File: config.mk
export PLATFORM = sky130hd
export DESIGN_NAME = dbsf_disc_unit
export DESIGN_NICKNAME = d
export VERILOG_FILES = /design/src/rtl/dbsf_pkg.sv /design/src/rtl/dbsf_disc_unit.sv
export SDC_FILE = /design/constraint.sdc
export NUM_CORES = 1
export LEC_CHECK = 0
export BUFFER_PORTS_ARGS = -buffer_cell sky130_fd_sc_hd__buf_2
export CAP_MARGIN = 20
export CORE_MARGIN = 1
export CORE_UTILIZATION = 55
export CTS_CLUSTER_SIZE = 40
export DETAILED_ROUTE_END_ITERATION = 6
export PLACE_DENSITY = 0.72
export SLEW_MARGIN = 20
export SYNTH_ARGS = -nofsm -noshare
export SYNTH_HDL_FRONTEND = slang
export SYNTH_SLANG_ARGS = --single-unit
File: constraint.sdc
create_clock -name clock -period 7.4 [get_ports clock]
set_clock_uncertainty 0.05 [all_clocks]
set_input_delay 0.37 -clock clock [delete_from_list [all_inputs] [get_ports clock]]
set_output_delay 0.37 -clock clock [all_outputs]
set_load 0.005 [all_outputs]
File: src/rtl/dbsf_pkg.sv
// ----------------------------------------------------------------------------
// dbsf_pkg
// Shared types and constants for the double-buffered shape fill engine.
// ----------------------------------------------------------------------------
package dbsf_pkg;

   localparam int DBSF_MAP_WIDTH  = 64;
   localparam int DBSF_MAP_HEIGHT = 64;

   // request command codes
   typedef enum logic [2:0] {
      CMD_CLEAR = 3'd0,
      CMD_DISC  = 3'd1,
      CMD_BOX   = 3'd2,
      CMD_SWAP  = 3'd3,
      CMD_READ  = 3'd4
   } dbsf_cmd_type;

   // sequencer states of the top level
   typedef enum logic [2:0] {
      ST_INIT,    // clearing pass over both pages after reset
      ST_IDLE,
      ST_SETUP,   // disc unit squares its operands
      ST_SCAN,    // one pixel of the back page per cycle
      ST_RADDR,
      ST_RMEM,
      ST_DONE
   } dbsf_state_type;

   // sequencer -> disc unit
   typedef struct packed {
      logic start;
      logic col_step;
      logic row_step;
   } dbsf_disc_ctl_type;

   // disc unit -> sequencer
   typedef struct packed {
      logic busy;
      logic in_disc;
   } dbsf_disc_sts_type;

endpackage

File: src/rtl/dbsf_disc_unit.sv
// ----------------------------------------------------------------------------
// dbsf_disc_unit
// Squared-distance tracker for the disc fill. One shared squarer forms
// cx^2 + cy^2 and r^2 in turn; after that the distance of the
// current scan pixel is kept up to date by adding 2*dx+1 or 2*dy+1.
// ----------------------------------------------------------------------------
module dbsf_disc_unit (
   input  logic                       clock,
   input  logic                       reset,
   input  dbsf_pkg::dbsf_disc_ctl_type ctl,
   input  logic signed [9:0]          cx,
   input  logic signed [9:0]          cy,
   input  logic [9:0]                 r,
   output dbsf_pkg::dbsf_disc_sts_type sts
);

   logic              busy_ff, busy_in;
   logic [1:0]        mstep_ff, mstep_in;
   logic signed [9:0] cx_ff, cx_in, cy_ff, cy_in;
   logic [9:0]        r_ff, r_in;
   logic [19:0]       prod_ff, prod_in, rr_ff, rr_in;
   logic [21:0]       base_ff, base_in, dist_ff, dist_in;
   logic signed [11:0] dx_ff, dx_in, dy_ff, dy_in;

   logic [9:0]        mul_op;
   logic signed [11:0] neg_cx, neg_cy;
   logic [21:0]       dist_col, base_row;

   always_comb begin
      case (mstep_ff)
         2'd0:    mul_op = cx_ff[9] ? 10'(-cx_ff) : 10'(cx_ff);
         2'd1:    mul_op = cy_ff[9] ? 10'(-cy_ff) : 10'(cy_ff);
         default: mul_op = r_ff;
      endcase
   end

   assign prod_in  = 20'(mul_op) * 20'(mul_op);
   assign neg_cx   = -$signed({{2{cx_ff[9]}}, cx_ff});
   assign neg_cy   = -$signed({{2{cy_ff[9]}}, cy_ff});
   // (d+1)^2 = d^2 + 2d + 1; true distance stays non-negative
   assign dist_col = dist_ff + {{9{dx_ff[11]}}, dx_ff, 1'b1};
   assign base_row = base_ff + {{9{dy_ff[11]}}, dy_ff, 1'b1};

   always_comb begin
      busy_in  = busy_ff;
      mstep_in = mstep_ff;
      cx_in    = cx_ff;
      cy_in    = cy_ff;
      r_in     = r_ff;
      rr_in    = rr_ff;
      base_in  = base_ff;
      dist_in  = dist_ff;
      dx_in    = dx_ff;
      dy_in    = dy_ff;
      if (ctl.start) begin
         busy_in  = 1'b1;
         mstep_in = 2'd0;
         cx_in    = cx;
         cy_in    = cy;
         r_in     = r;
      end else if (busy_ff) begin
         mstep_in = mstep_ff + 2'd1;
         case (mstep_ff)
            2'd1: base_in = {2'b00, prod_ff};
            2'd2: base_in = base_ff + {2'b00, prod_ff};
            2'd3: begin
               rr_in   = prod_ff;
               dist_in = base_ff;
               dx_in   = neg_cx;
               dy_in   = neg_cy;
               busy_in = 1'b0;
            end
            default: ;
         endcase
      end else if (ctl.row_step) begin
         base_in = base_row;
         dist_in = base_row;
         dy_in   = dy_ff + 12'sd1;
         dx_in   = neg_cx;
      end else if (ctl.col_step) begin
         dist_in = dist_col;
         dx_in   = dx_ff + 12'sd1;
      end
   end

   always_ff @(posedge clock) begin
      if (reset) begin
         busy_ff  <= 1'b0;
         mstep_ff <= 2'd0;
      end else begin
         busy_ff  <= busy_in;
         mstep_ff <= mstep_in;
      end
   end

   always_ff @(posedge clock) begin
      cx_ff   <= cx_in;
      cy_ff   <= cy_in;
      r_ff    <= r_in;
      prod_ff <= prod_in;
      rr_ff   <= rr_in;
      base_ff <= base_in;
      dist_ff <= dist_in;
      dx_ff   <= dx_in;
      dy_ff   <= dy_in;
   end

   assign sts.busy    = busy_ff;
   assign sts.in_disc = (dist_ff <= {2'b00, rr_ff});

endmodule

Word level (Yosys, flattened, before mapping)
Cells that the tools add are included.
{"block": "totals", "reg_bits": 141, "elab_cells": 57}
{"block": "op_classes", "add_sub_neg": 10, "mul": 1, "n_lt_le_gt_ge": 1, "n_eq_ne": 5, "muxes": 20, "bitwise_logic": 1, "reduce_logical": 8}
{"op": "22-bit 2-to-1 mux", "count": 6}
{"op": "12-bit 2-to-1 mux", "count": 7}
{"op": "22-bit adder", "count": 2}
{"op": "22-bit one-hot mux with 2 select lines", "count": 1}
{"op": "12-bit by 2-bit adder with 12-bit output (second input constant)", "count": 2}
{"op": "10-bit negator with 12-bit output", "count": 2}
{"op": "22-bit by 20-bit adder with 22-bit output", "count": 1}
{"op": "22-bit by 20-bit less-or-equal comparator with 1-bit output", "count": 1}
{"op": "10-bit by 10-bit multiplier with 20-bit output", "count": 1}
{"op": "10-bit 2-to-1 mux", "count": 2}
{"op": "10-bit negator", "count": 2}
{"op": "10-bit one-hot mux with 2 select lines", "count": 1}
{"op": "3-bit AND reduction", "count": 4}
{"op": "2-bit == test (second input constant)", "count": 2}
{"op": "1-bit 2-to-1 mux", "count": 3}
{"op": "3-bit by 1-bit inequality test with 1-bit output (second input constant)", "count": 1}
{"op": "3-bit nonzero test", "count": 1}
{"op": "2-bit by 1-bit adder with 2-bit output (second input constant)", "count": 1}
{"op": "2-bit by 1-bit == test with 1-bit output (second input constant)", "count": 1}
{"op": "2-bit zero test", "count": 1}
{"op": "2-bit by 1-bit inequality test with 1-bit output (second input constant)", "count": 1}
{"op": "2-bit nonzero test", "count": 1}
{"op": "2-bit OR reduction", "count": 1}
{"op": "1-bit NOT", "count": 1}

Depth between registers and ports, before layout
{"block": "depth", "ltp_word": 4, "ltp_mapped": 28, "ltp_nobuf": 28}

Worst setup path before layout
No wires, ideal clock.
{"block": "synth_path", "path_kind": "reg2reg", "start": "register cx_ff[2]", "end": "register prod_ff[19]", "setup_ps": 124, "arrival_ps": 6344, "setup_slack_ps": 882, "path_stages_with_launch": 26, "n_path_buf": 2, "cell_sequence": "edfxtp_1 -> or3_4 -> or3_1 -> buf_2 -> o31a_1 -> xor2_1 -> and2_4 -> a211oi_4 -> inv_2 -> buf_6 -> nand2_1 -> fa_1 -> fa_1 -> inv_1 -> fa_1 -> fa_1 -> inv_1 -> fa_1 -> inv_1 -> ha_1 -> o21a_1 -> a21oi_1 -> o32ai_1 -> o21ai_0 -> mux2i_1 -> nand3_1"}
{"block": "synth_via", "elab_chain_len": 4}
{"element": "from (decl)", "line_no": "dbsf_disc_unit.sv:19", "text": "logic signed [9:0] cx_ff, cx_in, cy_ff, cy_in;"}
{"element": "from (signal assigned)", "line_no": "dbsf_disc_unit.sv:97", "text": "cx_ff <= cx_in;"}
{"element": "10-bit negator", "line_no": "dbsf_disc_unit.sv:31", "text": "2'd0: mul_op = cx_ff[9] ? 10'(-cx_ff) : 10'(cx_ff);"}
{"element": "10-bit 2-to-1 mux (*)", "line_no": "dbsf_disc_unit.sv:31"}
{"element": "10-bit one-hot mux with 2 select lines (*)", "line_no": "dbsf_disc_unit.sv:30", "text": "case (mstep_ff)"}
{"element": "10-bit by 10-bit multiplier with 20-bit output (*)", "line_no": "dbsf_disc_unit.sv:37", "text": "assign prod_in = 20'(mul_op) * 20'(mul_op);"}
{"element": "net prod_in[19]", "line_no": "dbsf_disc_unit.sv:21", "text": "logic [19:0] prod_ff, prod_in, rr_ff, rr_in;"}
{"element": "to (signal assigned)", "line_no": "dbsf_disc_unit.sv:100", "text": "prod_ff <= prod_in;"}
{"element": "to (decl)", "line_no": "dbsf_disc_unit.sv:21"}
The timed path passes the listed nets; every way through them passes the cells marked *.
A chain may end at the register's enable or synchronous reset.

Worst setup path after layout
Ends and elaborated chain as after synthesis.

==> results.cfg <==
[outcome]
run_status = finished, violations left
violations = DRC

[logic_synthesis]
synth-async-reset-ratio_pct = 0
ys_seq_area_share_pct = 31.9
yosysWarningCount = 0
netlist_top_cells_area = sky130_fd_sc_hd__edfxtp_1 28%, sky130_fd_sc_hd__ha_1 14%, sky130_fd_sc_hd__fa_1 8.1%
syn_area_per_cell_um2 = 9.47
most_repeated_cell_in_the_gate_level_netlist_after_synthesis = sky130_fd_sc_hd__ha_1
synthesis.nets = 1532
area_of_the_mapped_netlist_mm2 = 0.0124
synth.lib_cells_used.distinct = 71
synthCells = 1311
largest_area_contributor_in_the_synthesized_netlist = sky130_fd_sc_hd__edfxtp_1
dominantRegCellSynth = sky130_fd_sc_hd__edfxtp_1
count_of_flip_flops_with_a_built_in_enable_after_synthesis = 117
ys_ff_latch = 139
synth_top_area_share_pct = 28.3
synth.top_cells.by_count = 136 x sky130_fd_sc_hd__ha_1, 134 x sky130_fd_sc_hd__inv_1, 117 x sky130_fd_sc_hd__edfxtp_1

[clocking]
cts.path.max_buffers = 2
cts_buffers = 17
tritoncts_clock_tree = built
cts_hold_buffers = 0
cts_post_setup_buffers_inserted = 0
numClockSinks = 139
cts.htree.levels = 4
cts-resized-gates = 0
worstSkewPairLatency_ns = 0.44
cts.reportedPaths.clkPinSlew_ns = 0.08
clock_tree.root_cell = sky130_fd_sc_hd__clkbuf_16

[cells_and_area]
final-instance-count-excl-fill = 1638
utilization_pct = 61.8
finish.net_count = 1566
diodes = 0
multi_input_comb_area_mm2 = 0.00783
fillers = 1811
regArea_mm2 = 0.00396
area_growth_syn_to_layout_pct = 9.35
drive_gt1_share_pct = 8.10

[setup_path]
r2r.worst_path.cells = 23
critical_path.endpoint_type = flop
cp.arrival_ns = 7.22
r2r_end = prod_ff[19]
critical_path.reg2reg.startpoint = cx_ff[2]
reg2reg_setup_slack_ns = 0.46
path_max_fanout = 11
worstSetupStartpoint = cx_ff[2]
startpoint_type = flop
cp.required_ns = 7.68
path_class = reg -> reg

[floorplanning]
die_h_um = 152
die_w_um = 152
coreArea_mm2 = 0.0220
standard_cell_row_count = 54
num_io_pins = 37
floorplan.initialDensity_pct = 56.5
die_area_mm2 = 0.0232

[global_routing]
antenna_found_initial = 0
globalRouteMet2Util_pct = 42.1
grt_first_pass_wirelength_mm = 48.4
global_route.usage.met1_pct = 37.4
globalRouteMet3Util_pct = 4.35
global_route_overflow = 0
globalRoute.busiestLayer = met2
grt_start_max_net_pins = 60
vias_in_the_first_global_route = 9320
grt_util_all_layers_pct = 26.8

[sta]
relSlewSlack_pct = 43.4
final-hold-violation-count = 0
setup-violations-final = 0
grt_setup_unrepaired = no
post-route-period-util_pct = 93.8
timing.final.crit_period_ns = 6.94
worst-slew-pin-transition_ns = 0.848
drv_slew = 0
max_clock_freq_mhz = 144
timing.setup.tns_ns = 0

[detailed_routing]
wire_per_inst_um = 18.4
antenna_violating_nets_post_route = 0
detail_route.drc_violations = 1
detailedRoute.firstIterationViolations = 776
vias = 9761
drt_pass1_iterations = 7
final_routed_wirelength_across_all_metal_layers_mm = 30.2
avgViaCountPerCell = 5.96

[power]
ir_drop_v = 0.000629
leakage_uw = 0.00593
power_density_mw_per_mm2 = 422

[min_path]
holdPathStages = 1
worst_hold_path.endpoint = r_ff[9]
min_from = r[9]
hold_class = in -> reg

[placed_design]
dp_hpwl_mm = 23.4
place.detailed.instances = 1606
io_buf_count = 36
gpl.final_weighted_congestion = 0.897

[flow_run]
max-cap-violations = 0
==> critical path, cell delays in order, from the launching register on <==
cell and delay [ns]:
sky130_fd_sc_hd__edfxtp_1 0.48, sky130_fd_sc_hd__or3_4 0.43, sky130_fd_sc_hd__or3_1 0.45, sky130_fd_sc_hd__o31a_1 0.29, sky130_fd_sc_hd__xor2_1 0.15, sky130_fd_sc_hd__and2_4 0.17
sky130_fd_sc_hd__a211oi_4 0.23, sky130_fd_sc_hd__inv_2 0.18, sky130_fd_sc_hd__nand2_1 0.12, sky130_fd_sc_hd__fa_1 0.44, sky130_fd_sc_hd__fa_1 0.55, sky130_fd_sc_hd__inv_1 0.06
sky130_fd_sc_hd__fa_1 0.50, sky130_fd_sc_hd__fa_1 0.54, sky130_fd_sc_hd__inv_1 0.06, sky130_fd_sc_hd__fa_1 0.54, sky130_fd_sc_hd__inv_1 0.04, sky130_fd_sc_hd__ha_1 0.35
sky130_fd_sc_hd__o21a_1 0.21, sky130_fd_sc_hd__a21oi_1 0.17, sky130_fd_sc_hd__o32ai_1 0.15, sky130_fd_sc_hd__o21ai_0 0.36, sky130_fd_sc_hd__mux2i_1 0.23, sky130_fd_sc_hd__nand3_1 0.08
==> report_power, final <==
part	switching, uW	internal, uW	total, uW
Combinational	2040	1560	3600
Sequential	136	1040	1170
Clock	398	552	950
Total	2570	3150	5720
==> how the worst max path moves through the flow <==
stage                     cells after the start     endpoint
after floorplan                              25  prod_ff[19]
after global placement                       22  prod_ff[18]
after detailed placement                     22  prod_ff[18]
after CTS                                    22  prod_ff[18]
after global routing                         22  prod_ff[19]
final                                        23  prod_ff[19]
==> placed cells by master, fill, tap and decap left out, drive strengths merged, types with 31 or more instances in the layout <==
cell type    n
xor2        44
buf         49
o21ai       54
ha         136
edfxtp     117
nor2       113
nand2       93
nand3       31
inv        145
a21oi       96
fa          50
xnor2       77
==> metrics by stage <==
stage          instance area, um2  hold WS (ns)  setup slack, ns  total power [uW]
4_1_cts                     13600        0.0351            0.270              5710
6_report                    13600        0.0453            0.458              5720
3_3_place_gp                12900         0.451            0.514              4650
2_1_floorplan               12400         0.381            0.882              3940
3_5_place_dp                12900         0.442            0.281              4720
5_1_grt                     13600        0.0299           0.0761              6240
==> cell type report <==
| type | instances | area share (%) |
|---|---|---|
| Tap cell | 280 | 2.58 |
| Timing Repair Buffer | 49 | 2.05 |
| Inverter | 136 | 3.76 |
| Multi-Input combinational cell | 1002 | 57.7 |
| Clock inverter | 15 | 1.64 |
| Sequential cell | 139 | 29.2 |
| Clock buffer | 17 | 3.14 |
==> state kept, by name, summed over array words and instances (netlist names) <==
register	count
base_ff	22
dist_ff	22
prod_ff	19
rr_ff	19
dx_ff	12
dy_ff	12
cx_ff	10
cy_ff	10
r_ff	10
mstep_ff	2
busy_ff	1
==> cells by family (layout without fill, tap and decap cells) <==
| logic type | Yosys count | in the layout | synth area share, % |
|---|---|---|---|
| and+or+nand+nor | 353 | 353 | 13.5 |
| AOI/OAI and AO/OA | 305 | 305 | 16.0 |
| adders and majority gates | 186 | 186 | 21.8 |
| buffers and inverters | 170 | 217 | 5.26 |
| DFF | 139 | 139 | 31.9 |
| xor gates and xnor gates | 121 | 121 | 8.54 |
| muxes | 37 | 37 | 3.09 |
==> metal layers <==
metal  vias up  wire (um)
met1      4679      13600
li1       4731          -
met5         -          0
met4         0        889
met3        47       1930
met2       304      13700
(Power assumes the default switching activity.)
